**config.mk**
```make
export PLATFORM = sky130hd
export DESIGN_NAME = mcmc_dim_store
export DESIGN_NICKNAME = d
export VERILOG_FILES = /design/src/rtl/mcmc_dim_store.sv
export SDC_FILE = /design/constraint.sdc
export NUM_CORES = 1
export LEC_CHECK = 0
export BUFFER_PORTS_ARGS = -buffer_cell sky130_fd_sc_hd__buf_2
export CAP_MARGIN = 20
export CORE_MARGIN = 3
export CORE_UTILIZATION = 33
export CTS_CLUSTER_DIAMETER = 200
export DETAILED_ROUTE_END_ITERATION = 8
export GPL_TIMING_DRIVEN = 0
export PLACE_DENSITY = 0.52
export SLEW_MARGIN = 20
export SYNTH_ARGS = -nofsm -noshare
export SYNTH_HDL_FRONTEND = slang
export SYNTH_SLANG_ARGS = --single-unit
```
**constraint.sdc**
```tcl
create_clock -name clk -period 5 [get_ports clk]
set_input_delay 0.5 -clock clk [delete_from_list [all_inputs] [get_ports clk]]
set_output_delay 0.5 -clock clk [all_outputs]
set_load 0.02 [all_outputs]
```
**src/rtl/mcmc_dim_store.sv**
```systemverilog
`timescale 1ns / 1ps
`default_nettype none
// ----------------------------------------------------------------------------
// Matrix chain minimum cost: dimension store
// Synchronous memory of chain dimensions with one write port and two
// registered read ports.
// ----------------------------------------------------------------------------
module mcmc_dim_store #(
    parameter int DEPTH     = 17,
    parameter int ADDR_BITS = 5,
    parameter int DIM_BITS  = 10
) (
    input  wire logic                 clk,
    input  wire logic                 we,
    input  wire logic [ADDR_BITS-1:0] waddr,
    input  wire logic [DIM_BITS-1:0]  wdata,
    input  wire logic [ADDR_BITS-1:0] raddr_a,
    input  wire logic [ADDR_BITS-1:0] raddr_b,
    output logic      [DIM_BITS-1:0]  rdata_a,
    output logic      [DIM_BITS-1:0]  rdata_b
);

    logic [DIM_BITS-1:0] dim_mem [DEPTH];
    logic [DIM_BITS-1:0] rd_a_reg;
    logic [DIM_BITS-1:0] rd_b_reg;

    always_ff @(posedge clk)
    begin
        if (we)
        begin
            dim_mem[waddr] <= wdata;
        end
        rd_a_reg <= dim_mem[raddr_a];
        rd_b_reg <= dim_mem[raddr_b];
    end

    assign rdata_a = rd_a_reg;
    assign rdata_b = rd_b_reg;

endmodule
`default_nettype wire

```
# Word level (Yosys, flattened, before mapping)
# Memory sizes are Yosys's and may differ from the RTL's. A register that Yosys moved wholly into a read port is not among the register bits.
# Index checks and enable logic that the tools add are counted.
# totals
reg_bits,0
mem_bits_rw,170
wordCells,3
mem_count,1
# op_classes
muxes,2
# mem_list
memory,depth,width,rd,rd_ports_with_merged_regs,wr,line_no,source
dim_mem,17,10,2,2,1,23,logic [DIM_BITS-1:0] dim_mem [DEPTH];
# ops
op,count
2-to-1 mux 1 bit,2

# Logic depth before layout (Yosys ltp)
# logic_depth
ltp_word,2
depth_mapped,5
mapped_depth_nobuf,3

# Worst setup path after synthesis
# No wires, ideal clock.
# synth_path
path_kind,input -> register
from,in waddr[3]
to,mem dim_mem[12][0] (enable)
setup_time_ps,390
t_arrival_ps,1528
required_ps,4610
slack_ps,3082
path_stages,3
path_buffers,0
cell_sequence,nor2b_1 -> nand3_1 -> nor3_1
# synth_lines
item,line_no,source
from (decl),15,"input wire logic [ADDR_BITS-1:0] waddr,"
to (decl),23,
# Straight into the memory's write port.

# Final worst setup path
# layout_path
from,in waddr[0]
to,mem dim_mem[13][8] (enable)
# Straight into the memory's write port.

==> flow_summary.json <==
{
  "status": "completed",
  "arrival_ns": 1.84,
  "synth_ff_type": "edfxtp_1",
  "cp.required_ns": 5.05,
  "clock-sinks": 190,
  "end_kind": "flop",
  "gp_congestion": 0.8073,
  "route.detailed.drc": 0,
  "syn_area_per_cell_um2": 20.21,
  "slew-limit-headroom_pct": 31.48,
  "layout.cells.non_filler": 832,
  "start_kind": "input port",
  "p_leak_nw": 3.307,
  "worst_slack_ns": 3.216,
  "clkLatencyLatePin_ns": 0.44,
  "hpwl_mm": 16.56,
  "port_buffers": 44,
  "firstDrtPassIters": 5,
  "final_common_cell": "edfxtp_1",
  "die-area_um2": 27430,
  "grt_setup_unrepaired": "false",
  "antenna_found_initial": 0,
  "hold_viol_final": 0,
  "tns_ns": 0,
  "p_per_area_nw_per_um2": 345.9,
  "synth.distinct_cells": 24,
  "ctsHtreeMaxLevel": 4,
  "setup_viol": 0,
  "core-area_um2": 24680,
  "syn_inst": 416,
  "grt_use_total_pct": 18.34,
  "globalRouteOverflowTotal": 0,
  "final_cell_mix": "edfxtp_1, buf_2, mux4_2, mux4_1, nor2_1",
  "worst_pin_slew_ns": 1.028,
  "grt_pass1_wl_mm": 35.32,
  "grt_start_max_net_pins": 18,
  "place_area_um2": 9253,
  "die_x_um": 165.6,
  "fin_crit_sh_pct": 35.69,
  "min_period_ns": 1.784,
  "ir_worst_vdd_mv": 0.1658,
  "post_cts_buffers": 0,
  "rows": 57,
  "ys_ff_latch": 190,
  "path_class": "in2reg",
  "met1_usage_pct": 27.19,
  "die_h_um": 165.6,
  "synthArstFlopShare_pct": 0,
  "io-pin-count": 47,
  "area_growth_syn_to_layout_pct": 16.79,
  "place_ws_ns": 2.769,
  "n_antenna_cell": 0,
  "grt_pass1_vias": 4816,
  "hold_buffers": 0,
  "clock-root-buffer": "clkbuf_16",
  "worst-path-max-fanout": 10,
  "whs_ns": 0.4505,
  "drive_gt1_share_pct": 34.84,
  "stdcell_area_um2": 9819,
  "vias_per_cell": 5.763,
  "timing.fmax_ghz": 0.5604,
  "vias": 4795,
  "wire_per_inst_um": 30.48,
  "yosys_warnings": 0,
  "clock-skew-final_ns": 0.01060,
  "clkTransAtPathRegs_ns": 0.07,
  "hold_class": "in2reg",
  "drt_iter0_drc": 530,
  "cts_tree": "yes",
  "met3_usage_pct": 5.052,
  "use_met2_pct": 26.81,
  "initial_core_util_pct": 34.07,
  "placedCellCount": 801,
  "busiest_layer": "met1",
  "yosysSeqAreaShare_pct": 65.48,
  "syn_nets": 443,
  "cts_buffer_depth": 2,
  "drt-total-wl_mm": 25.36,
  "numCtsBuffers": 17,
  "synthesis.area_um2": 8408,
  "synth_edf_count": 170,
  "slew_violations": 0,
  "antenna_left": 0,
  "drv_cap": 0,
  "cts_resized": 0,
  "nets": 523
}
[report_power, final]
part,switching (mW),leakage [nW],internal [mW]
Clock,0.596,0.277,0.737
Combinational,0.176,1.33,0.118
Sequential,0.0106,1.70,1.76
Total,0.783,3.31,2.61
[logic make-up (layout without fill, tap and decap cells)]
group	after synthesis	in the layout	synth area share [%]
multiplexers	100	100	25.33
AO/OA/AOI/OAI	40	40	3.646
buffers and inverters	32	124	2.679
AND/OR/NAND/NOR	54	54	2.872
flip-flops	190	190	65.48
[critical path, stage by stage]
cell and delay (ns):
clkbuf_1 0.30, nand2b_1 0.23, nor2_2 0.80
[worst paths after layout]
kind | from | endpoint | slack (ns) | cells after the start
hold / removal | wdata[2] | dim_mem[3][2] | 0.45 | 1
setup / recovery | waddr[0] | dim_mem[13][8] | 3.22 | 3
setup reg to reg | dim_mem[4][4] | rdata_b[4] | 3.56 | 3
hold reg to reg | dim_mem[16][0] | rdata_b[0] | 0.59 | 2
[flip-flops by register name (all words and copies together) (netlist names)]
register / count
dim_mem: 170
rdata_a: 10
rdata_b: 10
[per-layer routing]
layer,wire length [um],vias to the layer above
li1,-,1978
met1,11300,2501
met2,11230,282
met3,2389,34
met4,442,0
met5,0,-
[through the flow]
stage	util [%]	total power, mW
finish	39.79	3.397
floorplan	-	1.975
detailed placement	37.50	2.097
global placement	36.61	2.089
CTS	39.79	3.412
global route	39.79	3.497
[final cells by class]
class	instances	area, um^2
multi-input cells	194	2728
flip-flops and latches	190	5505
clock buffers	18	429.2
inverters	2	7.507
clock inverters	13	137.6
repair buffers	61	389.1
plain buffers	30	217.7
well taps	324	405.4
fillers	2263	14860
[cells in the mapped netlist (3+ instances only)]
| cell | instances | share of area [%] |
|---|---|---|
| edfxtp_1 | 170 | 61 |
| mux4_2 | 46 | 12 |
| mux4_1 | 34 | 11 |
| nor2_1 | 34 | 1.5 |
| dfxtp_1 | 20 | 4.8 |
| mux2i_1 | 20 | 2.4 |
| o22ai_1 | 20 | 1.5 |
| a221oi_1 | 19 | 2.0 |
| buf_6 | 8 | 1.1 |
| buf_4 | 7 | 0.62 |
| buf_2 | 6 | 0.36 |
| clkbuf_1 | 5 | 0.22 |
| nand2b_1 | 4 | 0.30 |
| nor2b_1 | 4 | 0.30 |
| nor3_1 | 4 | 0.24 |
| nand2_1 | 3 | 0.13 |
Power figures use the tool's default switching activity.
