`config.mk`:
```
export PLATFORM = sky130hd
export DESIGN_NAME = mcmc_seq
export DESIGN_NICKNAME = d
export VERILOG_FILES = /design/src/rtl/mcmc_pkg.sv /design/src/rtl/mcmc_seq.sv
export SDC_FILE = /design/constraint.sdc
export NUM_CORES = 1
export LEC_CHECK = 0
export ABC_AREA = 1
export BUFFER_PORTS_ARGS = -buffer_cell sky130_fd_sc_hd__buf_2
export CAP_MARGIN = 20
export CORE_ASPECT_RATIO = 1.1
export CORE_MARGIN = 2
export CORE_UTILIZATION = 35
export CTS_BUF_LIST = sky130_fd_sc_hd__clkbuf_8
export CTS_CLUSTER_SIZE = 40
export DETAILED_ROUTE_END_ITERATION = 8
export GPL_ROUTABILITY_DRIVEN = 0
export SETUP_SLACK_MARGIN = 0.2
export SLEW_MARGIN = 20
export SYNTH_ARGS = -nofsm -noshare
export SYNTH_HDL_FRONTEND = slang
export SYNTH_SLANG_ARGS = --single-unit
```
`constraint.sdc`:
```
create_clock -name clk -period 3.2 [get_ports clk]
set_input_delay 0.64 -clock clk [delete_from_list [all_inputs] [get_ports clk]]
set_output_delay 0.64 -clock clk [all_outputs]
set_load 0.02 [all_outputs]
```
`src/rtl/mcmc_pkg.sv`:
```
`timescale 1ns / 1ps
`default_nettype none
// ----------------------------------------------------------------------------
// Matrix chain minimum cost: shared package
// Holds the controller and sequencer states, the status codes and the
// control word that travels with each split down the cost pipeline.
// ----------------------------------------------------------------------------
package mcmc_pkg;

    typedef enum logic [1:0] {
        ST_LOAD,
        ST_RUN,
        ST_HOLD
    } ctrl_state_t;

    typedef enum logic [1:0] {
        SQ_IDLE,
        SQ_HDR,
        SQ_STEP,
        SQ_DRAIN
    } seq_state_t;

    localparam logic [1:0] STATUS_OK       = 2'd0;
    localparam logic [1:0] STATUS_SHORT    = 2'd1;
    localparam logic [1:0] STATUS_TOO_MANY = 2'd2;
    localparam logic [1:0] STATUS_SAT      = 2'd3;

    // Idle cycles between two chain lengths, so that the last cost of one
    // length is written before the first read of the next length.
    localparam int unsigned DRAIN_CYCLES   = 3;
    localparam int unsigned DRAIN_CNT_BITS = 2;

    typedef struct packed {
        logic step;
        logic hdr;
        logic first;
        logic last_k;
        logic diag_l;
        logic diag_r;
        logic final_cell;
    } step_ctl_t;

endpackage
`default_nettype wire

```
`src/rtl/mcmc_seq.sv`:
```
`timescale 1ns / 1ps
`default_nettype none
// ----------------------------------------------------------------------------
// Matrix chain minimum cost: split sequencer
// Walks the chain lengths, the sub-chains of each length and the split
// points of each sub-chain, issuing one memory access per cycle outside the drain.
// ----------------------------------------------------------------------------
module mcmc_seq #(
    parameter int IDX_BITS  = 4,
    parameter int DADR_BITS = 5
) (
    input  wire logic                      clk,
    input  wire logic                      rst_n,
    input  wire logic                      start,
    input  wire logic [IDX_BITS-1:0]       last_idx,
    output mcmc_pkg::step_ctl_t            issue_ctl,
    output logic      [IDX_BITS-1:0]       issue_a,
    output logic      [IDX_BITS-1:0]       issue_b,
    output logic      [DADR_BITS-1:0]      dim_raddr_a,
    output logic      [DADR_BITS-1:0]      dim_raddr_b,
    output logic      [2*IDX_BITS-1:0]     cost_raddr_l,
    output logic      [2*IDX_BITS-1:0]     cost_raddr_r
);

    import mcmc_pkg::*;

    seq_state_t                state_reg, state_next;
    logic [IDX_BITS-1:0]       span_reg, span_next;
    logic [IDX_BITS-1:0]       a_reg, a_next;
    logic [IDX_BITS-1:0]       k_reg, k_next;
    logic [DRAIN_CNT_BITS-1:0] drain_reg, drain_next;
    logic [IDX_BITS-1:0]       b_idx;
    logic [IDX_BITS-1:0]       k_plus;
    step_ctl_t                 ctl;

    assign b_idx  = a_reg + span_reg;
    assign k_plus = k_reg + IDX_BITS'(1);

    always_ff @(posedge clk or negedge rst_n)
    begin
        if (!rst_n)
        begin
            state_reg <= SQ_IDLE;
            span_reg  <= '0;
            a_reg     <= '0;
            k_reg     <= '0;
            drain_reg <= '0;
        end
        else
        begin
            state_reg <= state_next;
            span_reg  <= span_next;
            a_reg     <= a_next;
            k_reg     <= k_next;
            drain_reg <= drain_next;
        end
    end

    always_comb
    begin
        state_next   = state_reg;
        span_next    = span_reg;
        a_next       = a_reg;
        k_next       = k_reg;
        drain_next   = drain_reg;
        ctl          = '0;
        dim_raddr_a  = DADR_BITS'(k_reg) + DADR_BITS'(1);
        dim_raddr_b  = DADR_BITS'(a_reg);
        cost_raddr_l = {a_reg, k_reg};
        cost_raddr_r = {k_plus, b_idx};

        case (state_reg)
            SQ_IDLE:
            begin
                if (start)
                begin
                    span_next  = IDX_BITS'(1);
                    a_next     = '0;
                    state_next = SQ_HDR;
                end
            end
            SQ_HDR:
            begin
                ctl.hdr     = 1'b1;
                dim_raddr_a = DADR_BITS'(b_idx) + DADR_BITS'(1);
                k_next      = a_reg;
                state_next  = SQ_STEP;
            end
            SQ_STEP:
            begin
                ctl.step       = 1'b1;
                ctl.first      = (k_reg == a_reg);
                ctl.last_k     = (k_plus == b_idx);
                ctl.diag_l     = (k_reg == a_reg);
                ctl.diag_r     = (k_plus == b_idx);
                ctl.final_cell = (a_reg == '0) && (b_idx == last_idx);
                if (k_plus == b_idx)
                begin
                    if (b_idx == last_idx)
                    begin
                        if (a_reg == '0)
                        begin
                            state_next = SQ_IDLE;
                        end
                        else
                        begin
                            span_next  = span_reg + IDX_BITS'(1);
                            a_next     = '0;
                            drain_next = '0;
                            state_next = SQ_DRAIN;
                        end
                    end
                    else
                    begin
                        a_next     = a_reg + IDX_BITS'(1);
                        state_next = SQ_HDR;
                    end
                end
                else
                begin
                    k_next = k_plus;
                end
            end
            SQ_DRAIN:
            begin
                drain_next = drain_reg + DRAIN_CNT_BITS'(1);
                if (drain_reg == DRAIN_CNT_BITS'(DRAIN_CYCLES - 1))
                begin
                    state_next = SQ_HDR;
                end
            end
            default:
            begin
                state_next = SQ_IDLE;
            end
        endcase
    end

    assign issue_ctl = ctl;
    assign issue_a   = a_reg;
    assign issue_b   = b_idx;

endmodule
`default_nettype wire

```
## Word-level counts from Yosys, hierarchy flattened

Index checks and enable logic that the tools add are counted.

- Output and inout port bits: 41
- Bits of input ports: 7
- Word-level logic and storage cells: 63
- Bits in registers: 16

- Equal/unequal tests: 14
- Reductions and logical operators: 11
- Multiplexer cells: 26
- Add/subtract/negate cells: 7

Operators with widths:

| kind | number |
|---|---|
| 4-bit 2-to-1 mux | 9 |
| 4-bit case mux with 2 select lines | 3 |
| 2-bit 2-to-1 mux | 8 |
| 4-bit by 1-bit adder with 4-bit output (second input constant) | 3 |
| 4-bit equality test | 3 |
| 2-bit inequality test (second input constant) | 6 |
| 4-bit by 1-bit adder with 5-bit output (second input constant) | 2 |
| 5-bit 2-to-1 mux | 2 |
| 2-bit case mux with 4 select lines | 1 |
| 4-bit AND reduction | 2 |
| 2-bit equality test (second input constant) | 3 |
| 2-bit nonzero test | 3 |
| 5-bit AND reduction | 1 |
| 4-bit adder | 1 |
| 4-bit logical NOT | 1 |
| 2-bit case mux with 2 select lines | 1 |
| 3-bit inequality test (second input constant) | 1 |
| 3-bit AND reduction | 1 |
| 2-bit by 1-bit adder with 2-bit output (second input constant) | 1 |
| 2-bit by 1-bit equality test with 1-bit output (second input constant) | 1 |
| 2-bit logical NOT | 1 |
| 1-bit 2-to-1 mux | 2 |
| 2-bit AND reduction | 1 |
| 1-bit logical AND | 1 |

## Depth between registers and ports, before layout

Gate-level depths: netlist of the first run.

- Depth in word-level cells: 5
- Gate-level depth with buffers: 14
- Depth with buffers taken out: 14

## Worst setup path before layout of the first run

No wires, ideal clock.

- Kind: register to output
- From: register a_reg[0] (netlist: issue_a[0])
- To: output port issue_ctl[3] in the netlist's numbering
- Data required time: 2.560 ns
- Slack: 0.024 ns
- Data arrival time: 2.536 ns
- Buffers on the path: 1
- Stages on the path, launching flop included: 9
- Cells stage by stage: dfrtp_1 -> ha_1 -> fa_1 -> xnor2_1 -> nand2_1 -> nor2_2 -> nand3_4 -> nor2_1 -> buf_4

RTL lines:

| what | RTL line | source |
|---|---|---|
| start: declaration | mcmc_seq.sv:29 | `logic [IDX_BITS-1:0] a_reg, a_next;` |
| start signal: assignment | mcmc_seq.sv:53 | `a_reg <= a_next;` |
| end: declaration | mcmc_seq.sv:16 | `output mcmc_pkg::step_ctl_t issue_ctl,` |

==> impl_metrics.toml, run 1 <==
[clock_tree]
cts_max_level = 1
clock_latency_ps = 250
cts.sinks = 16
clockRootBuffer = "clkbuf_8"
cts.clk_slew.worst_paths_ps = 70
cts_tree = "yes"
cts.path.max_buffers = 2
cts_buffers = 3

[sta]
finalCritPeriodShare = 0.900
clock.fmax_ghz = 0.347
hold_violations = 0
setup_tns_ps = 0
rsz0062_at_grt = "false"
holdWs_ps = 298
fin_crit_ps = 2880
finalSetupViolations = 0
finalClockSkew_ps = 2.33
finalMaxSlewViolations = 0

[final_layout]
multiInputGateArea_mm2 = 0.00104
seqCellArea_um2 = 402
area_delta_synth_final_pct = 16.5
drive_above_1_share = 0.315
nets = 289
antennaDiodeCount = 0
fillers = 500

[route]
remaining_drc_errors = 0
detail-route-antenna-nets = 0
vias = 1508
firstDrtPassIters = 5
routedWlPerCell_um = 12.4
via_per_inst = 4.67
drt_wl_total_um = 4000
drt_iter0_drc = 51

[yosys]
synth-seq-cells = 16
synth_largest_area_cell = "dfrtp_1"
synth_commonest_cells = "71 x nand2_1, 25 x inv_1, 16 x buf_4, 16 x dfrtp_1, 15 x o21ai_0"
synthCells = 231
synth_edf_count = 0
ys_seq_area_frac = 0.240
async_flop_share = 1.00
syn_nets = 252
syn_avg_cell_area_um2 = 7.21
netlist_area_mm2 = 0.00167
synthTopCellsByArea = "dfrtp_1 24%, nand2_1 16%, ha_1 9.8%"
ys_warn_count = 0
synth_top_area_share = 0.240
yosysMostFrequentCell = "nand2_1"
synth_top_flop_cell = "dfrtp_1"
ys_types = 33

[worst_setup_path]
path_class = "reg -> out"
endpoint_kind = "output port"
startpoint_type = "flop"
r2r_setup_slack_ps = 910
timing.rr.start = "span_reg[0]"
worstPathCellList = "ha_2 -> fa_2 -> xnor2_1 -> nand2_1 -> nor2_2 -> nand3_4 -> nor2_4 -> buf_4"
worstPathRequired_ps = 2560
rr_worst_depth = 10
critPathArrivalTime_ps = 2240
cp_max_fo = 5
slowest_delay_ps = 580
reg2reg_to = "issue_a[3]"
cp_slowest_cell = "fa_2"

[pwr]
power.total_w = 0.00173
powerDensity_mw_per_mm2 = 891
ir_drop_uv = 282
leakagePower_nw = 1.04

[grt]
grt_max_degree = 17
grt_overflow = 0
grt_pass1_wl_um = 6520
grt_pass1_vias = 1366
track_usage = 0.151
antenna_found_initial = 0

[placement]
port_buffers = 46
dp_hpwl_um = 3200

[floorplanning]
die_w_um = 69.8
die_y_um = 76.3
dieArea_mm2 = 0.00533
io_pins = 48
start_util = 0.361
core.rowCount = 26
fp.coreArea_mm2 = 0.00462

[run_status]
status = "completed"

[run]
cap_violations = 0

[hold_path]
min_path_type = "in -> async"
## critical path: cells and delay by family (launching register included)
| kind | cells | cell delay, ps |
|---|---|---|
| xor+xnor | 1 | 130 |
| fa+ha+maj | 2 | 790 |
| buf+inv | 1 | 160 |
| flops | 1 | 420 |
| simple gates | 4 | 490 |
## repair_timing
action                     CTS  global route
gates resized for setup      3             2
pin swaps                    1             1
hold endpoints to repair     0             0
setup endpoints to repair    5             5
setup buffers                2             1
hold buffers                 0             0
## cells in the final DEF (no fill, tap or decap), drive strengths merged
cell / count
nand2: 78
buf: 50
inv: 29
o21ai: 21
dfrtp: 16
ha: 13
nand3: 13
nor2: 12
nand4: 9
xnor2: 6
xor2: 5
clkbuf: 4
a21oi: 3
nor3: 1
o2111ai: 1
a221oi: 1
o22ai: 1
nand3b: 1
o21bai: 1
fa: 1
conb: 1
## layer usage
metal / global-route usage / share of wire
met5: 0 / 0
met4: 0.0404 / 0.0063
met3: 0.0225 / 0.040
met2: 0.268 / 0.50
met1: 0.190 / 0.45
## per-stage QoR
step / area [um2] / setup slack (ps) / instances / utilization
2_1_floorplan: 1670 / 213 / 231 / -
3_3_place_gp: 1850 / 432 / 316 / 0.400
3_5_place_dp: 1850 / 404 / 316 / 0.400
4_1_cts: 1930 / 225 / 322 / 0.417
5_1_grt: 1940 / 199 / 323 / 0.420
6_report: 1940 / 319 / 323 / 0.420
## cells by family after synthesis
family,after synthesis,synth area share
buf+inv,47,0.143
simple gates,114,0.340
fa+ha+maj,14,0.110
flops,16,0.240
xor+xnor,11,0.0578
other cells,1,0.00225
compound gates,28,0.107
## worst max path at each step
stage	startpoint	end
finish	span_reg[0]	issue_ctl[0]
global route	issue_a[2]	dim_raddr_a[3]
CTS	span_reg[0]	issue_ctl[1]
detailed placement	issue_a[0]	issue_ctl[0]
global placement	issue_a[0]	issue_ctl[0]
floorplan	issue_a[0]	issue_ctl[3]
## final cells by class
cell class,count,area share
Clock buffer,4,0.0284
Inverter,29,0.0561
Multi-Input combinational cell,168,0.537
Sequential cell,16,0.207
Tap cell,56,0.0361
Timing Repair Buffer,50,0.135
## power by group
group | internal, W | switching (W) | total [W]
Sequential | 0.000254 | 0.0000613 | 0.000315
Combinational | 0.000444 | 0.000785 | 0.00123
Clock | 0.000109 | 0.0000762 | 0.000185
Total | 0.000807 | 0.000922 | 0.00173
Power figures use the tool's default switching activity.
==> inputs of run 2 (changes only) <==
--- a/config.mk
+++ b/config.mk
@@ -21,2 +21,3 @@
 export SYNTH_HDL_FRONTEND = slang
 export SYNTH_SLANG_ARGS = --single-unit
+export TNS_END_PERCENT = 10
==> constraint.sdc (replaced) <==
create_clock -name clk -period 3.2 [get_ports clk]
set_input_delay 0.32 -clock clk [delete_from_list [all_inputs] [get_ports clk]]
set_output_delay 0.32 -clock clk [all_outputs]
set_load 0.02 [all_outputs]
==> run 2 against run 1 <==
- clock skew shrank 1.5 ps
- total power is 1.9% lower
- cell area down 1.5%
- sequential power is 3% higher
- fmax rose by 3.3%
- utilization is 0.65 points lower
- setup slack improved by 92 ps
- combinational power is 4% lower
- final cell count fell by 0.62%
- count of clock-buffer cells in the layout is the same
- critical path depth is the same
- hold slack improved by 200 ps
==> impl_metrics.toml, run 2 (synthesis gave the netlist of run 1 again) <==
[sta]
finalSetupViolations = 0
hold_violations = 0
fin_crit_ps = 2790
finalMaxSlewViolations = 0
clock.fmax_ghz = 0.359
finalCritPeriodShare = 0.871
rsz0062_at_grt = "false"
setup_tns_ps = 0
finalClockSkew_ps = 0.869

[clock_tree]
clock_latency_ps = 250
cts_tree = "yes"
cts.path.max_buffers = 2
clockRootBuffer = "clkbuf_8"
cts.clk_slew.worst_paths_ps = 70
cts_buffers = 3
cts.sinks = 16
cts_setup_buffers = 0
cts_max_level = 1

[final_layout]
area_delta_synth_final_pct = 14.7
mostFrequentLayoutCell = "nand2_1"
instances_no_fill = 321
utilization = 0.414
antennaDiodeCount = 0
nets = 287
drive_above_1_share = 0.291
final_cell_mix = "71 x nand2_1, 46 x buf_2, 25 x inv_1, 15 x o21ai_0, 15 x dfrtp_1"
fillers = 478

[worst_setup_path]
path_buf_inv = 2
rr_worst_depth = 10
timing.rr.start = "issue_a[0]"
worstPathCellList = "ha_1 -> fa_1 -> nand2_1 -> o21ai_0 -> ha_1 -> inv_1 -> nor3_1 -> buf_2"
startpoint_type = "flop"
worstPathRequired_ps = 2880
cp_slowest_cell = "fa_1"
critPathArrivalTime_ps = 2470
r2r_setup_slack_ps = 810
endpoint_kind = "output port"
cp_common_cell = "ha_1"
slowest_delay_ps = 600
cpLargestDelayFamily = "adder cells"
cp_max_fo = 10
reg2reg_to = "issue_a[3]"
path_class = "reg -> out"

[run]
cap_violations = 0

[hold_path]
min_path_type = "reg -> reg"
min_from = "drain_reg[1]"
hold_depth = 2
hold_path_end = "drain_reg[1]"

[pwr]
power.internal_w = 0.000773
leakagePower_nw = 1.03
share_seq_of_total_power = 0.192
p_switching_w = 0.000924
powerDensity_mw_per_mm2 = 888
p_comb_frac = 0.697
swShare = 0.544
clockPowerShare = 0.111
ir_drop_uv = 474

[route]
detail-route-antenna-nets = 0
remaining_drc_errors = 0
via_per_inst = 4.71
drt_wl_total_um = 4020
drt_iter0_drc = 48
routedWlPerCell_um = 12.5
vias = 1513
firstDrtPassIters = 4

[floorplanning]
io_pins = 48
fp.coreArea_mm2 = 0.00462
die_w_um = 69.8
core.rowCount = 26
start_util = 0.361
dieArea_mm2 = 0.00533
die_y_um = 76.3

[grt]
grt_overflow = 0
track_usage = 0.160
grt_util_met1 = 0.201
grt_pass1_vias = 1416
antenna_found_initial = 0
top_usage_layer = "met2"
grt_use_met2 = 0.277
use_met3 = 0.0265
grt_pass1_wl_um = 6750
grt_max_degree = 17

[placement]
dp.cells = 316
dp_hpwl_um = 3290
port_buffers = 46

[run_status]
status = "completed"
run 2: how the worst max path moves through the flow:
stage                     from              to  slack (ps)  depth (start not counted)
finish              issue_a[0]  dim_raddr_a[4]         410                          8
detailed placement  issue_a[0]  dim_raddr_a[4]         630                          8
global route        issue_a[0]  dim_raddr_a[4]         250                          8
global placement    issue_a[0]    issue_ctl[0]         760                          8
floorplan           issue_a[0]    issue_ctl[3]         340                          8
CTS                 issue_a[0]  dim_raddr_a[4]         350                          8
run 2: power groups by stage:
stage                     clock network, W  registers (W)  logic (W)
after floorplan                          0       0.000325   0.000952
after global placement                   0       0.000326    0.00119
after detailed placement                 0       0.000329    0.00120
after CTS                         0.000192       0.000325    0.00120
after global routing              0.000204       0.000336    0.00131
final                             0.000188       0.000326    0.00118
run 2: routing by layer:
layer,vias to the layer above,share of wire
li1,798,-
met1,678,0.46
met2,30,0.49
met3,7,0.038
met4,0,0.014
met5,-,0
run 2: worst min-delay path: cells and delay by family (launching register included):
family,cells,cell delay [ps]
DFF,1,350
and+or+nand+nor,2,120
run 2: area by class of cell:
type                    instances  area [um2]  area share
well taps                      56        70.1      0.0367
inverters                      29         109      0.0570
clock buffers                   4        55.1      0.0288
repair buffers                 48         248       0.130
multi-input cells             168        1030       0.538
flip-flops and latches         16         402       0.210
run 2: per-stage QoR:
stage / hold WS [ps] / total power [W] / instance area (um2) / setup slack (ps)
after global placement: 271 / 0.00151 / 1840 / 761
after detailed placement: 272 / 0.00153 / 1840 / 625
after floorplan: 24.4 / 0.00128 / 1670 / 344
after global routing: 552 / 0.00185 / 1910 / 246
final: 496 / 0.00170 / 1910 / 411
after CTS: 502 / 0.00172 / 1910 / 347
run 2: timing repair:
action / 4_1_cts / 5_1_grt
setup endpoints to repair: 0 / 1
hold buffers: 1 / 0
resized for setup: 0 / 1
endpoints found under the hold margin: 16 / 0
