[src/rtl/mcmc_pkg.sv]
`timescale 1ns / 1ps
`default_nettype none
// ----------------------------------------------------------------------------
// Matrix chain minimum cost: shared package
// Holds the controller and sequencer states, the status codes and the
// control word that travels with each split down the cost pipeline.
// ----------------------------------------------------------------------------
package mcmc_pkg;

    typedef enum logic [1:0] {
        ST_LOAD,
        ST_RUN,
        ST_HOLD
    } ctrl_state_t;

    typedef enum logic [1:0] {
        SQ_IDLE,
        SQ_HDR,
        SQ_STEP,
        SQ_DRAIN
    } seq_state_t;

    localparam logic [1:0] STATUS_OK       = 2'd0;
    localparam logic [1:0] STATUS_SHORT    = 2'd1;
    localparam logic [1:0] STATUS_TOO_MANY = 2'd2;
    localparam logic [1:0] STATUS_SAT      = 2'd3;

    // Idle cycles between two chain lengths, so that the last cost of one
    // length is written before the first read of the next length.
    localparam int unsigned DRAIN_CYCLES   = 3;
    localparam int unsigned DRAIN_CNT_BITS = 2;

    typedef struct packed {
        logic step;
        logic hdr;
        logic first;
        logic last_k;
        logic diag_l;
        logic diag_r;
        logic final_cell;
    } step_ctl_t;

endpackage
`default_nettype wire

[src/rtl/mcmc_datapath.sv]
`timescale 1ns / 1ps
`default_nettype none
// ----------------------------------------------------------------------------
// Matrix chain minimum cost: cost pipeline
// Forms the saturated cost of each split from the memory read data, keeps
// the running minimum of a sub-chain and writes it back at its last split.
// ----------------------------------------------------------------------------
module mcmc_datapath #(
    parameter int IDX_BITS  = 4,
    parameter int DIM_BITS  = 10,
    parameter int COST_BITS = 48
) (
    input  wire logic                    clk,
    input  wire logic                    rst_n,
    input  wire mcmc_pkg::step_ctl_t     issue_ctl,
    input  wire logic [IDX_BITS-1:0]     issue_a,
    input  wire logic [IDX_BITS-1:0]     issue_b,
    input  wire logic [DIM_BITS-1:0]     dim_rd_a,
    input  wire logic [DIM_BITS-1:0]     dim_rd_b,
    input  wire logic [COST_BITS-1:0]    cost_rd_l,
    input  wire logic [COST_BITS-1:0]    cost_rd_r,
    output logic                         wr_en,
    output logic      [2*IDX_BITS-1:0]   wr_addr,
    output logic      [COST_BITS-1:0]    wr_data,
    output logic                         done,
    output logic      [COST_BITS-1:0]    done_cost
);

    import mcmc_pkg::*;

    localparam int PROD_BITS = 3 * DIM_BITS;
    localparam int WIDE_BITS = (PROD_BITS > COST_BITS) ? PROD_BITS : COST_BITS;
    localparam logic [COST_BITS-1:0] COST_MAX = '1;

    step_ctl_t ctl1_reg, ctl2_reg, ctl3_reg, ctl4_reg;
    logic [IDX_BITS-1:0] a1_reg, b1_reg, a2_reg, b2_reg, a3_reg, b3_reg, a4_reg, b4_reg;

    logic [DIM_BITS-1:0]   pa_reg, pa_next;
    logic [DIM_BITS-1:0]   pb_reg, pb_next;
    logic [2*DIM_BITS-1:0] m1_reg;
    logic [DIM_BITS-1:0]   pb2_reg;
    logic [COST_BITS-1:0]  csum2_reg, csum3_reg;
    logic [COST_BITS-1:0]  prod3_reg;
    logic [COST_BITS-1:0]  q4_reg;
    logic [COST_BITS-1:0]  best_reg, best_next;

    logic [COST_BITS-1:0]  cost_l, cost_r;
    logic [COST_BITS:0]    csum_wide, q_wide;
    logic [COST_BITS-1:0]  csum_sat, q_sat;
    logic [PROD_BITS-1:0]  prod;
    logic [WIDE_BITS-1:0]  prod_wide;
    logic [COST_BITS-1:0]  prod_sat;

    always_ff @(posedge clk or negedge rst_n)
    begin
        if (!rst_n)
        begin
            ctl1_reg <= '0;
            ctl2_reg <= '0;
            ctl3_reg <= '0;
            ctl4_reg <= '0;
        end
        else
        begin
            ctl1_reg <= issue_ctl;
            ctl2_reg <= ctl1_reg;
            ctl3_reg <= ctl2_reg;
            ctl4_reg <= ctl3_reg;
        end
    end

    always_comb
    begin
        pa_next = pa_reg;
        pb_next = pb_reg;
        if (ctl1_reg.hdr)
        begin
            pa_next = dim_rd_b;
            pb_next = dim_rd_a;
        end
        cost_l    = ctl1_reg.diag_l ? '0 : cost_rd_l;
        cost_r    = ctl1_reg.diag_r ? '0 : cost_rd_r;
        csum_wide = {1'b0, cost_l} + {1'b0, cost_r};
        csum_sat  = (csum_wide >= {1'b0, COST_MAX}) ? COST_MAX : csum_wide[COST_BITS-1:0];

        prod      = PROD_BITS'(m1_reg) * PROD_BITS'(pb2_reg);
        prod_wide = WIDE_BITS'(prod);
        prod_sat  = (prod_wide > WIDE_BITS'(COST_MAX)) ? COST_MAX
                                                       : prod_wide[COST_BITS-1:0];

        q_wide = {1'b0, csum3_reg} + {1'b0, prod3_reg};
        q_sat  = (q_wide >= {1'b0, COST_MAX}) ? COST_MAX : q_wide[COST_BITS-1:0];

        best_next = (ctl4_reg.first || (q4_reg < best_reg)) ? q4_reg : best_reg;
    end

    always_ff @(posedge clk)
    begin
        a1_reg    <= issue_a;
        b1_reg    <= issue_b;
        a2_reg    <= a1_reg;
        b2_reg    <= b1_reg;
        a3_reg    <= a2_reg;
        b3_reg    <= b2_reg;
        a4_reg    <= a3_reg;
        b4_reg    <= b3_reg;
        pa_reg    <= pa_next;
        pb_reg    <= pb_next;
        m1_reg    <= (2*DIM_BITS)'(pa_reg) * (2*DIM_BITS)'(dim_rd_a);
        pb2_reg   <= pb_reg;
        csum2_reg <= csum_sat;
        csum3_reg <= csum2_reg;
        prod3_reg <= prod_sat;
        q4_reg    <= q_sat;
        if (ctl4_reg.step)
        begin
            best_reg <= best_next;
        end
    end

    assign wr_en     = ctl4_reg.step && ctl4_reg.last_k;
    assign wr_addr   = {a4_reg, b4_reg};
    assign wr_data   = best_next;
    assign done      = ctl4_reg.step && ctl4_reg.last_k && ctl4_reg.final_cell;
    assign done_cost = best_next;

endmodule
`default_nettype wire
[config.mk]
export PLATFORM = sky130hd
export DESIGN_NAME = mcmc_datapath
export DESIGN_NICKNAME = d
export VERILOG_FILES = /design/src/rtl/mcmc_pkg.sv /design/src/rtl/mcmc_datapath.sv
export SDC_FILE = /design/constraint.sdc
export NUM_CORES = 1
export LEC_CHECK = 0
export ABC_AREA = 1
export BUFFER_PORTS_ARGS = -buffer_cell sky130_fd_sc_hd__buf_2
export CAP_MARGIN = 20
export CELL_PAD_IN_SITES_DETAIL_PLACEMENT = 0
export CELL_PAD_IN_SITES_GLOBAL_PLACEMENT = 1
export CORE_MARGIN = 2
export CORE_UTILIZATION = 45
export CTS_CLUSTER_SIZE = 14
export DETAILED_ROUTE_END_ITERATION = 7
export GPL_TIMING_DRIVEN = 0
export PLACE_DENSITY_LB_ADDON = 0.1
export SYNTH_ARGS = -nofsm -noshare
export SYNTH_HDL_FRONTEND = slang
export SYNTH_SLANG_ARGS = --single-unit
export TNS_END_PERCENT = 1
[constraint.sdc]
create_clock -name clk -period 6.6 [get_ports clk]
set_input_delay 0.66 -clock clk [delete_from_list [all_inputs] [get_ports clk]]
set_output_delay 0.66 -clock clk [all_outputs]
set_load 0.03 [all_outputs]
# Yosys cells after proc, flatten, opt, wreduce, memory -nomap -nowiden

Cells that the tools add are included.
Widths: inputs -> output; s select.

Logic and storage cells: 49
Bits in registers: 323
Input bits: 133

Order comparisons: 3
Reductions and logical operators: 3
Multiply operators: 2
Add/subtract/negate cells: 2
Multiplexer cells: 3

Operator list:

| kind                 | count |
|---|---|
| $mux 48              | 3 |
| $ge 49x48->1 const B | 2 |
| $add 48x30->49       | 1 |
| $add 48x48->49       | 1 |
| $lt 48x48->1         | 1 |
| $mul 20x10->30       | 1 |
| $mul 10x10->20       | 1 |
| $logic_and 1x1->1    | 2 |
| $logic_or 1x1->1     | 1 |

# Longest topological paths before layout

Gate-level depths: netlist (run 1).

Word-level depth: 3
Gate-level depth with buffers: 24

# Worst setup path after synthesis (run 1)

No wires, ideal clock.

Kind: input to register
From: input port dim_rd_a[3]
To: register m1_reg[14]
Required time: 6480 ps
Slack: 1638 ps
Stages on the path: 19
Buffers on the path: 1
Arrival: 4842 ps
Setup time: 120 ps
Cells stage by stage: clkbuf_1 -> nand2_1 -> fa_1 -> inv_1 -> fa_1 -> ha_1 -> inv_1 -> fa_1 -> inv_1 -> fa_1 -> ha_1 -> a21o_1 -> a21oi_1 -> o21bai_1 -> a21oi_1 -> o21ai_0 -> nand2_1 -> nand2_1 -> xor2_1

Cells in the longest elaborated chain, start to end: 1

Ends and longest elaborated chain:

| item                 | RTL line             | RTL |
|---|---|---|
| from (decl)          | mcmc_datapath.sv:18  | `input wire logic [DIM_BITS-1:0] dim_rd_a,` |
| $mul 10x10->20       | mcmc_datapath.sv:109 | `m1_reg <= (2*DIM_BITS)'(pa_reg) * (2*DIM_BITS)'(dim_rd_a);` |
| to (signal assigned) | mcmc_datapath.sv:109 |  |
| to (decl)            | mcmc_datapath.sv:40  | `logic [2*DIM_BITS-1:0] m1_reg;` |

No other way between the ends.
A chain may end at the register's enable or synchronous reset.

# Worst setup path in the final report (run 1)

From: register pb2_reg[3]
To: register prod3_reg[20]

Cells in the longest elaborated chain, start to end: 1

Ends and longest elaborated chain:

| item                   | RTL line             | RTL |
|---|---|---|
| from (decl)            | mcmc_datapath.sv:41  | `logic [DIM_BITS-1:0] pb2_reg;` |
| from (signal assigned) | mcmc_datapath.sv:110 | `pb2_reg <= pb_reg;` |
| $mul 20x10->30         | mcmc_datapath.sv:86  | `prod = PROD_BITS'(m1_reg) * PROD_BITS'(pb2_reg);` |
| named net prod[20]     | mcmc_datapath.sv:50  | `logic [PROD_BITS-1:0] prod;` |
| to (signal assigned)   | mcmc_datapath.sv:113 | `prod3_reg <= prod_sat;` |
| to (decl)              | mcmc_datapath.sv:43  | `logic [COST_BITS-1:0] prod3_reg;` |

The timed path passes the listed nets, and every way through them passes these cells.

==> flow_summary.toml, run 1 <==
[status]
outcome = "finished clean"

[logic_synthesis]
synth_nets = 4640
synth-warning-count = 0
syn-mean-instance-area_um2 = 7.025
synthDominantCellAreaShare = 0.1658
synth.ff_latch_count = 323
yosysSeqAreaShare = 0.2541
post_synthesis_cells = 4056
syn_area_um2 = 28490
number_of_distinct_library_cells_after_synthesis = 44
cell_type_contributing_the_most_total_cell_area_after_synthesis = "dfxtp_1"
synth_area_leaders = "dfxtp_1 (17%), nand2_1 (16%), fa_1 (14%)"

[drt]
antenna_left = 0
drt_iter0_drc = 1414
drt-wirelength-per-cell_um = 14.96
totalWireLength_um = 77960
drc = 0
detailedRoute.firstPassIterationCount = 5
vias_after_detailed_routing = 24553
via_to_cell_ratio = 4.712

[timing]
setup_total_negative_slack_ns = 0
finalClockSkew_ns = 0.03030
final_worst_path_cycle_share = 0.8892
period_needed_ns = 5.869
rsz_0062_raised_after_global_routing = "no"
max_slew_margin = 0.3663
report.final.hold_viol_count = 0
worst_pin_slew_ns = 0.9505
setup_violations = 0
timing.final.max_slew_violations = 0
achievable-frequency_mhz = 170.4

[clocking]
clkSinkCount = 323
cts_tree = "built"
cts.repair_timing.setup_buffer_count = 0
htreeDepth = 2
post_cts.resized_instances = 0
cts.path.max_buffers = 3
cts_hold_buf = 0
cts_root_buffer = "clkbuf_16"
path_clk_slew_ns = 0.07
clock_insertion_delay_worst_skew_ns = 0.56
cts_buffers = 39

[floorplanning]
die_outline_width_um = 255.6
initial_util = 0.4534
die_h_um = 255.6
core_region_area_um2 = 62850
num_io_pins = 239
row_count = 92
die_area_um2 = 65350

[global_route]
grt_use_met2 = 0.4176
globalRouteTotalUtil = 0.2397
gr-usage-met3 = 0.02080
grt_overflow_total = 0
grt_antenna_before_repair = 1
grt_pass1_vias = 23968
maximum_number_of_pins_on_one_net_before_global_route_repair = 39
grt_busiest_layer = "met2"
grt_first_pass_wirelength_um = 125600
global_route.usage.met1 = 0.3265

[critical_path]
timing.critical_path.fanout_max = 10
crit_arrival_ns = 6.34
worstReg2RegStart = "pb2_reg[3]"
rrSetupSlack_ns = 0.73
path_class = "flop to flop"
crit_path_cell_trace = "clkbuf_1, nand2_1, fa_1, inv_1, fa_1, inv_1, fa_1, inv_1, fa_1, inv_1, fa_1, inv_1, ha_1, nand2_1, o21ai_0, nand3_1, nand2_1, a21boi_0, o21ai_0, xor2_1"
reg2reg_depth = 20
timing.critical_path.slowest_cell_delay_ns = 0.58
worstSetupStartpointType = "flop"
capture_point_of_the_worst_reg_to_reg_path = "prod3_reg[20]"
critical_path_required_ns = 7.07
critPathCaptureType = "flop"
cp_slowest_cell = "clkbuf_1"

[worst_hold_path]
hold_path_class = "primary input to asynchronous set/reset pin"

[placement]
place_congestion = 0.9606
detailed_place_hpwl_um = 65500
io_buffer_count = 238

[cells_and_area]
antennaDiodeCount = 0
syn2layout_area_growth_pct = 12.70
final_layout_size_suffix_gt1_frac = 0.09530
final_net_count = 4920

[flow_run]
timing.max_cap.violations = 0
worst max-delay path, delay by kind of cell (launching register included):
kind	cells	cell delay, ns
AOI/OAI and AO/OA	3	0.89
xor gates and xnor gates	1	0.16
adders and majority gates	6	2.97
buffers and inverters	6	0.84
DFF	1	0.33
and+or+nand+nor	4	0.61
synthesized netlist by cell type:
cell type     n
buf_6         5
nor2_1      298
xnor2_1      24
a221oi_1      1
nor3_1       24
nand3b_1     23
nand2_2       7
o41ai_1       1
dfxtp_1     236
dfrtp_1      19
nand3_2      21
xor2_1       46
nor3b_1       1
a21o_1        9
a211oi_1      5
a21boi_0      2
ha_1        245
a41oi_1       1
buf_1         9
a2111oi_0     1
nand4_1      44
o21bai_1     17
edfxtp_1     68
fa_1        206
buf_2         9
nor2_2       11
a22oi_1       1
o21ai_1       1
and3_1        1
a21oi_1     122
o21a_1        2
a31oi_1       5
o2111ai_1     2
nor3_2        3
clkbuf_1     81
o211ai_1      6
and2_1        2
nand3_1     248
inv_1       933
o21ai_0      33
buf_4        49
inv_2         6
nor4_1        9
nand2_1    1219
metrics by stage:
step           hold WS (ns)  cell area (µm²)  utilization  instances  setup slack, ns
2_1_floorplan        0.3096            28490            -       4056            1.638
3_3_place_gp         0.3096            30740       0.4892       5140           0.7820
3_5_place_dp         0.3121            30770       0.4895       5141           0.7729
4_1_cts              0.1555            32110       0.5110       5211           0.7511
5_1_grt              0.1669            32110       0.5110       5211           0.4483
6_report             0.1858            32110       0.5110       5211           0.7313
kinds of logic (layout without fill, tap and decap cells):
family,Yosys count,after routing,synth area share
and+or+nand+nor,1911,1911,0.2786
buffers and inverters,1092,1401,0.1520
adders and majority gates,451,451,0.2523
DFF,323,323,0.2541
AOI/OAI and AO/OA,209,209,0.04141
xor gates and xnor gates,70,70,0.02152
area by class of cell:
type / instances / area [µm²]
clock buffer: 52 / 1172
inverter: 939 / 3525
fill: 6605 / 30740
timing repair buffer: 239 / 1211
multi-input combinational: 2641 / 16920
clock inverter: 18 / 176.4
tap: 846 / 1059
sequential: 323 / 7243
buffer: 153 / 807.0
cell usage in the layout (no fill, tap or decap), types with 46 or more instances in the layout:
master / count
nand2_1: 1219
inv_1: 933
nor2_1: 298
nand3_1: 248
buf_2: 247
ha_1: 245
dfxtp_1: 236
fa_1: 206
a21oi_1: 122
clkbuf_1: 86
edfxtp_1: 68
buf_4: 49
xor2_1: 46
per-layer routing:
layer	vias to the layer above	wire, µm
met5	-	7
met4	2	1158
met3	74	2886
met2	433	37240
met1	11311	36670
li1	12733	-
worst max-delay path by stage:
| stage | startpoint | endpoint | cells after the start |
|---|---|---|---|
| 3_3_place_gp | pb2_reg[3] | prod3_reg[20] | 20 |
| 4_1_cts | pb2_reg[3] | prod3_reg[20] | 20 |
| 2_1_floorplan | dim_rd_a[3] | m1_reg[14] | 19 |
| 6_report | pb2_reg[3] | prod3_reg[20] | 20 |
| 3_5_place_dp | pb2_reg[3] | prod3_reg[20] | 20 |
| 5_1_grt | pb2_reg[3] | prod3_reg[20] | 20 |
Power of run 1 is left out: the tool's default activity adds up to more than one toggle a clock period on the data nets, which glitch-free logic cannot reach.
==> run 2, diff against run 1 <==
Settings changed: CORE_UTILIZATION 45 to 41.
Clock period 6.6 ns to 5.1 ns, I/O delays scaled along.
==> flow_summary.toml, run 2 (synthesized netlist as in run 1, its figures left out) <==
[placement]
post_dp_cell_area_um2 = 30870
place_congestion = 0.9277
detailed_place_hpwl_um = 66850
io_buffer_count = 238

[critical_path]
rrSetupSlack_ns = 0.14
critical_path_required_ns = 5.53
crit_top_cell = "fa_1"
reg2reg_depth = 21
critical_path_s_top_delay_family = "adder cells"
worstSetupStartpointType = "flop"
crit_path_cell_trace = "buf_6, buf_4, nand2_1, inv_1, fa_1, fa_1, fa_1, fa_1, inv_1, fa_1, inv_1, ha_4, a21oi_4, inv_1, o21ai_0, o211ai_1, nand2_1, nand3_2, nand4_1, nand3_1, xor2_1"
timing.critical_path.fanout_max = 9
capture_point_of_the_worst_reg_to_reg_path = "prod3_reg[29]"
critPathCaptureType = "flop"
path_buf_inv = 6
crit_arrival_ns = 5.39
timing.critical_path.slowest_cell_delay_ns = 0.58
path_class = "flop to flop"
worstReg2RegStart = "pb2_reg[6]"
cp_slowest_cell = "fa_1"

[cells_and_area]
final_net_count = 4915
final_layout_size_suffix_gt1_frac = 0.1201
antennaDiodeCount = 0
layout.cells.most_common = "nand2_1"
leading_cell_types_in_the_layout_fill_and_taps_excluded = "nand2_1 (1211), inv_1 (933), nor2_1 (297)"
syn2layout_area_growth_pct = 15.00
fillCellCount = 7251
postLayoutCellArea_um2 = 32770

[timing]
period_needed_ns = 4.963
setup_violations = 0
finalClockSkew_ns = 0.02383
worst_pin_slew_ns = 1.015
rsz_0062_raised_after_global_routing = "yes"
report.final.hold_viol_count = 0
achievable-frequency_mhz = 201.5
max_slew_margin = 0.3237
setup_total_negative_slack_ns = 0
final_worst_path_cycle_share = 0.9732
timing.final.max_slew_violations = 0

[global_route]
global_route.usage.met1 = 0.3054
globalRouteTotalUtil = 0.2243
grt_pass1_vias = 23612
grt_busiest_layer = "met2"
gr-usage-met3 = 0.02685
grt_first_pass_wirelength_um = 126200
grt_antenna_before_repair = 1
maximum_number_of_pins_on_one_net_before_global_route_repair = 39
grt_overflow_total = 0
grt_use_met2 = 0.3754

[clocking]
htreeDepth = 2
clkSinkCount = 323
cts_buffers = 40
cts_tree = "built"
clock_insertion_delay_worst_skew_ns = 0.56
cts_root_buffer = "clkbuf_16"
path_clk_slew_ns = 0.07
cts.path.max_buffers = 3
cts_hold_buf = 0

[drt]
drt_iter0_drc = 1350
antenna_left = 0
detailedRoute.firstPassIterationCount = 5
totalWireLength_um = 79490
drt-wirelength-per-cell_um = 15.02
vias_after_detailed_routing = 24537
via_to_cell_ratio = 4.636
drc = 0

[floorplanning]
die_area_um2 = 71620
initial_util = 0.4147
num_io_pins = 239
die_outline_width_um = 267.6
core_region_area_um2 = 68710
row_count = 96
die_h_um = 267.6

[flow_run]
timing.max_cap.violations = 0

[status]
outcome = "finished clean"

[worst_hold_path]
hold_path_class = "primary input to asynchronous set/reset pin"
## run 2: layout make-up
class | instances | area [µm²] | share of cell area
inverters | 939 | 3525 | 0.1076
flip-flops and latches | 323 | 7305 | 0.2229
multi-input cells | 2641 | 17170 | 0.5239
repair buffers | 259 | 1361 | 0.04154
well taps | 931 | 1165 | 0.03555
clock buffers | 51 | 1159 | 0.03536
plain buffers | 127 | 847.1 | 0.02585
clock inverters | 22 | 240.2 | 0.007331
## run 2: routing by layer
layer  wire length, µm  up-vias
li1                  -    12717
met5                 0        -
met2             36880      516
met1             36970    11206
met3              3663       98
met4              1976        0
## run 2: how the worst max path moves through the flow
stage / slack, ns / depth (start not counted) / startpoint / end
2_1_floorplan: 0.15 / 20 / pb2_reg[3] / prod3_reg[20]
3_3_place_gp: -0.70 / 20 / pb2_reg[3] / prod3_reg[20]
3_5_place_dp: -0.72 / 20 / pb2_reg[3] / prod3_reg[20]
4_1_cts: -0.04 / 20 / pb2_reg[7] / prod3_reg[29]
5_1_grt: -0.09 / 19 / pb2_reg[9] / prod3_reg[24]
6_report: 0.14 / 21 / pb2_reg[6] / prod3_reg[29]
## run 2: worst register-to-register path, cell delays in order, from the launching register on
cell and delay (ns):
dfxtp_1 0.34, buf_6 0.16, buf_4 0.14, nand2_1 0.05, inv_1 0.05, fa_1 0.55, fa_1 0.44, fa_1 0.52
fa_1 0.58, inv_1 0.07, fa_1 0.53, inv_1 0.07, ha_4 0.27, a21oi_4 0.17, inv_1 0.05, o21ai_0 0.17
o211ai_1 0.14, nand2_1 0.10, nand3_2 0.13, nand4_1 0.10, nand3_1 0.08, xor2_1 0.14
## run 2: metrics by stage
stage                     hold slack (ns)  worst slack, ns  utilization  std cells
after floorplan                    0.2144           0.1491            -       4056
after global placement             0.3096          -0.7000       0.4490       5225
after detailed placement           0.3121          -0.7158       0.4493       5226
after CTS                         0.02294         -0.03629       0.4710       5277
after global routing              0.02816         -0.08861       0.4770       5293
final                             0.03429           0.1365       0.4770       5293
## run 2: timing repair
action / in CTS / in global routing
pin swaps: 1 / 17
buffers inserted: 0 / 20
gates resized for setup: 75 / 92
setup endpoints to repair: 23 / 21
Power of run 2 is left out for the same reason.
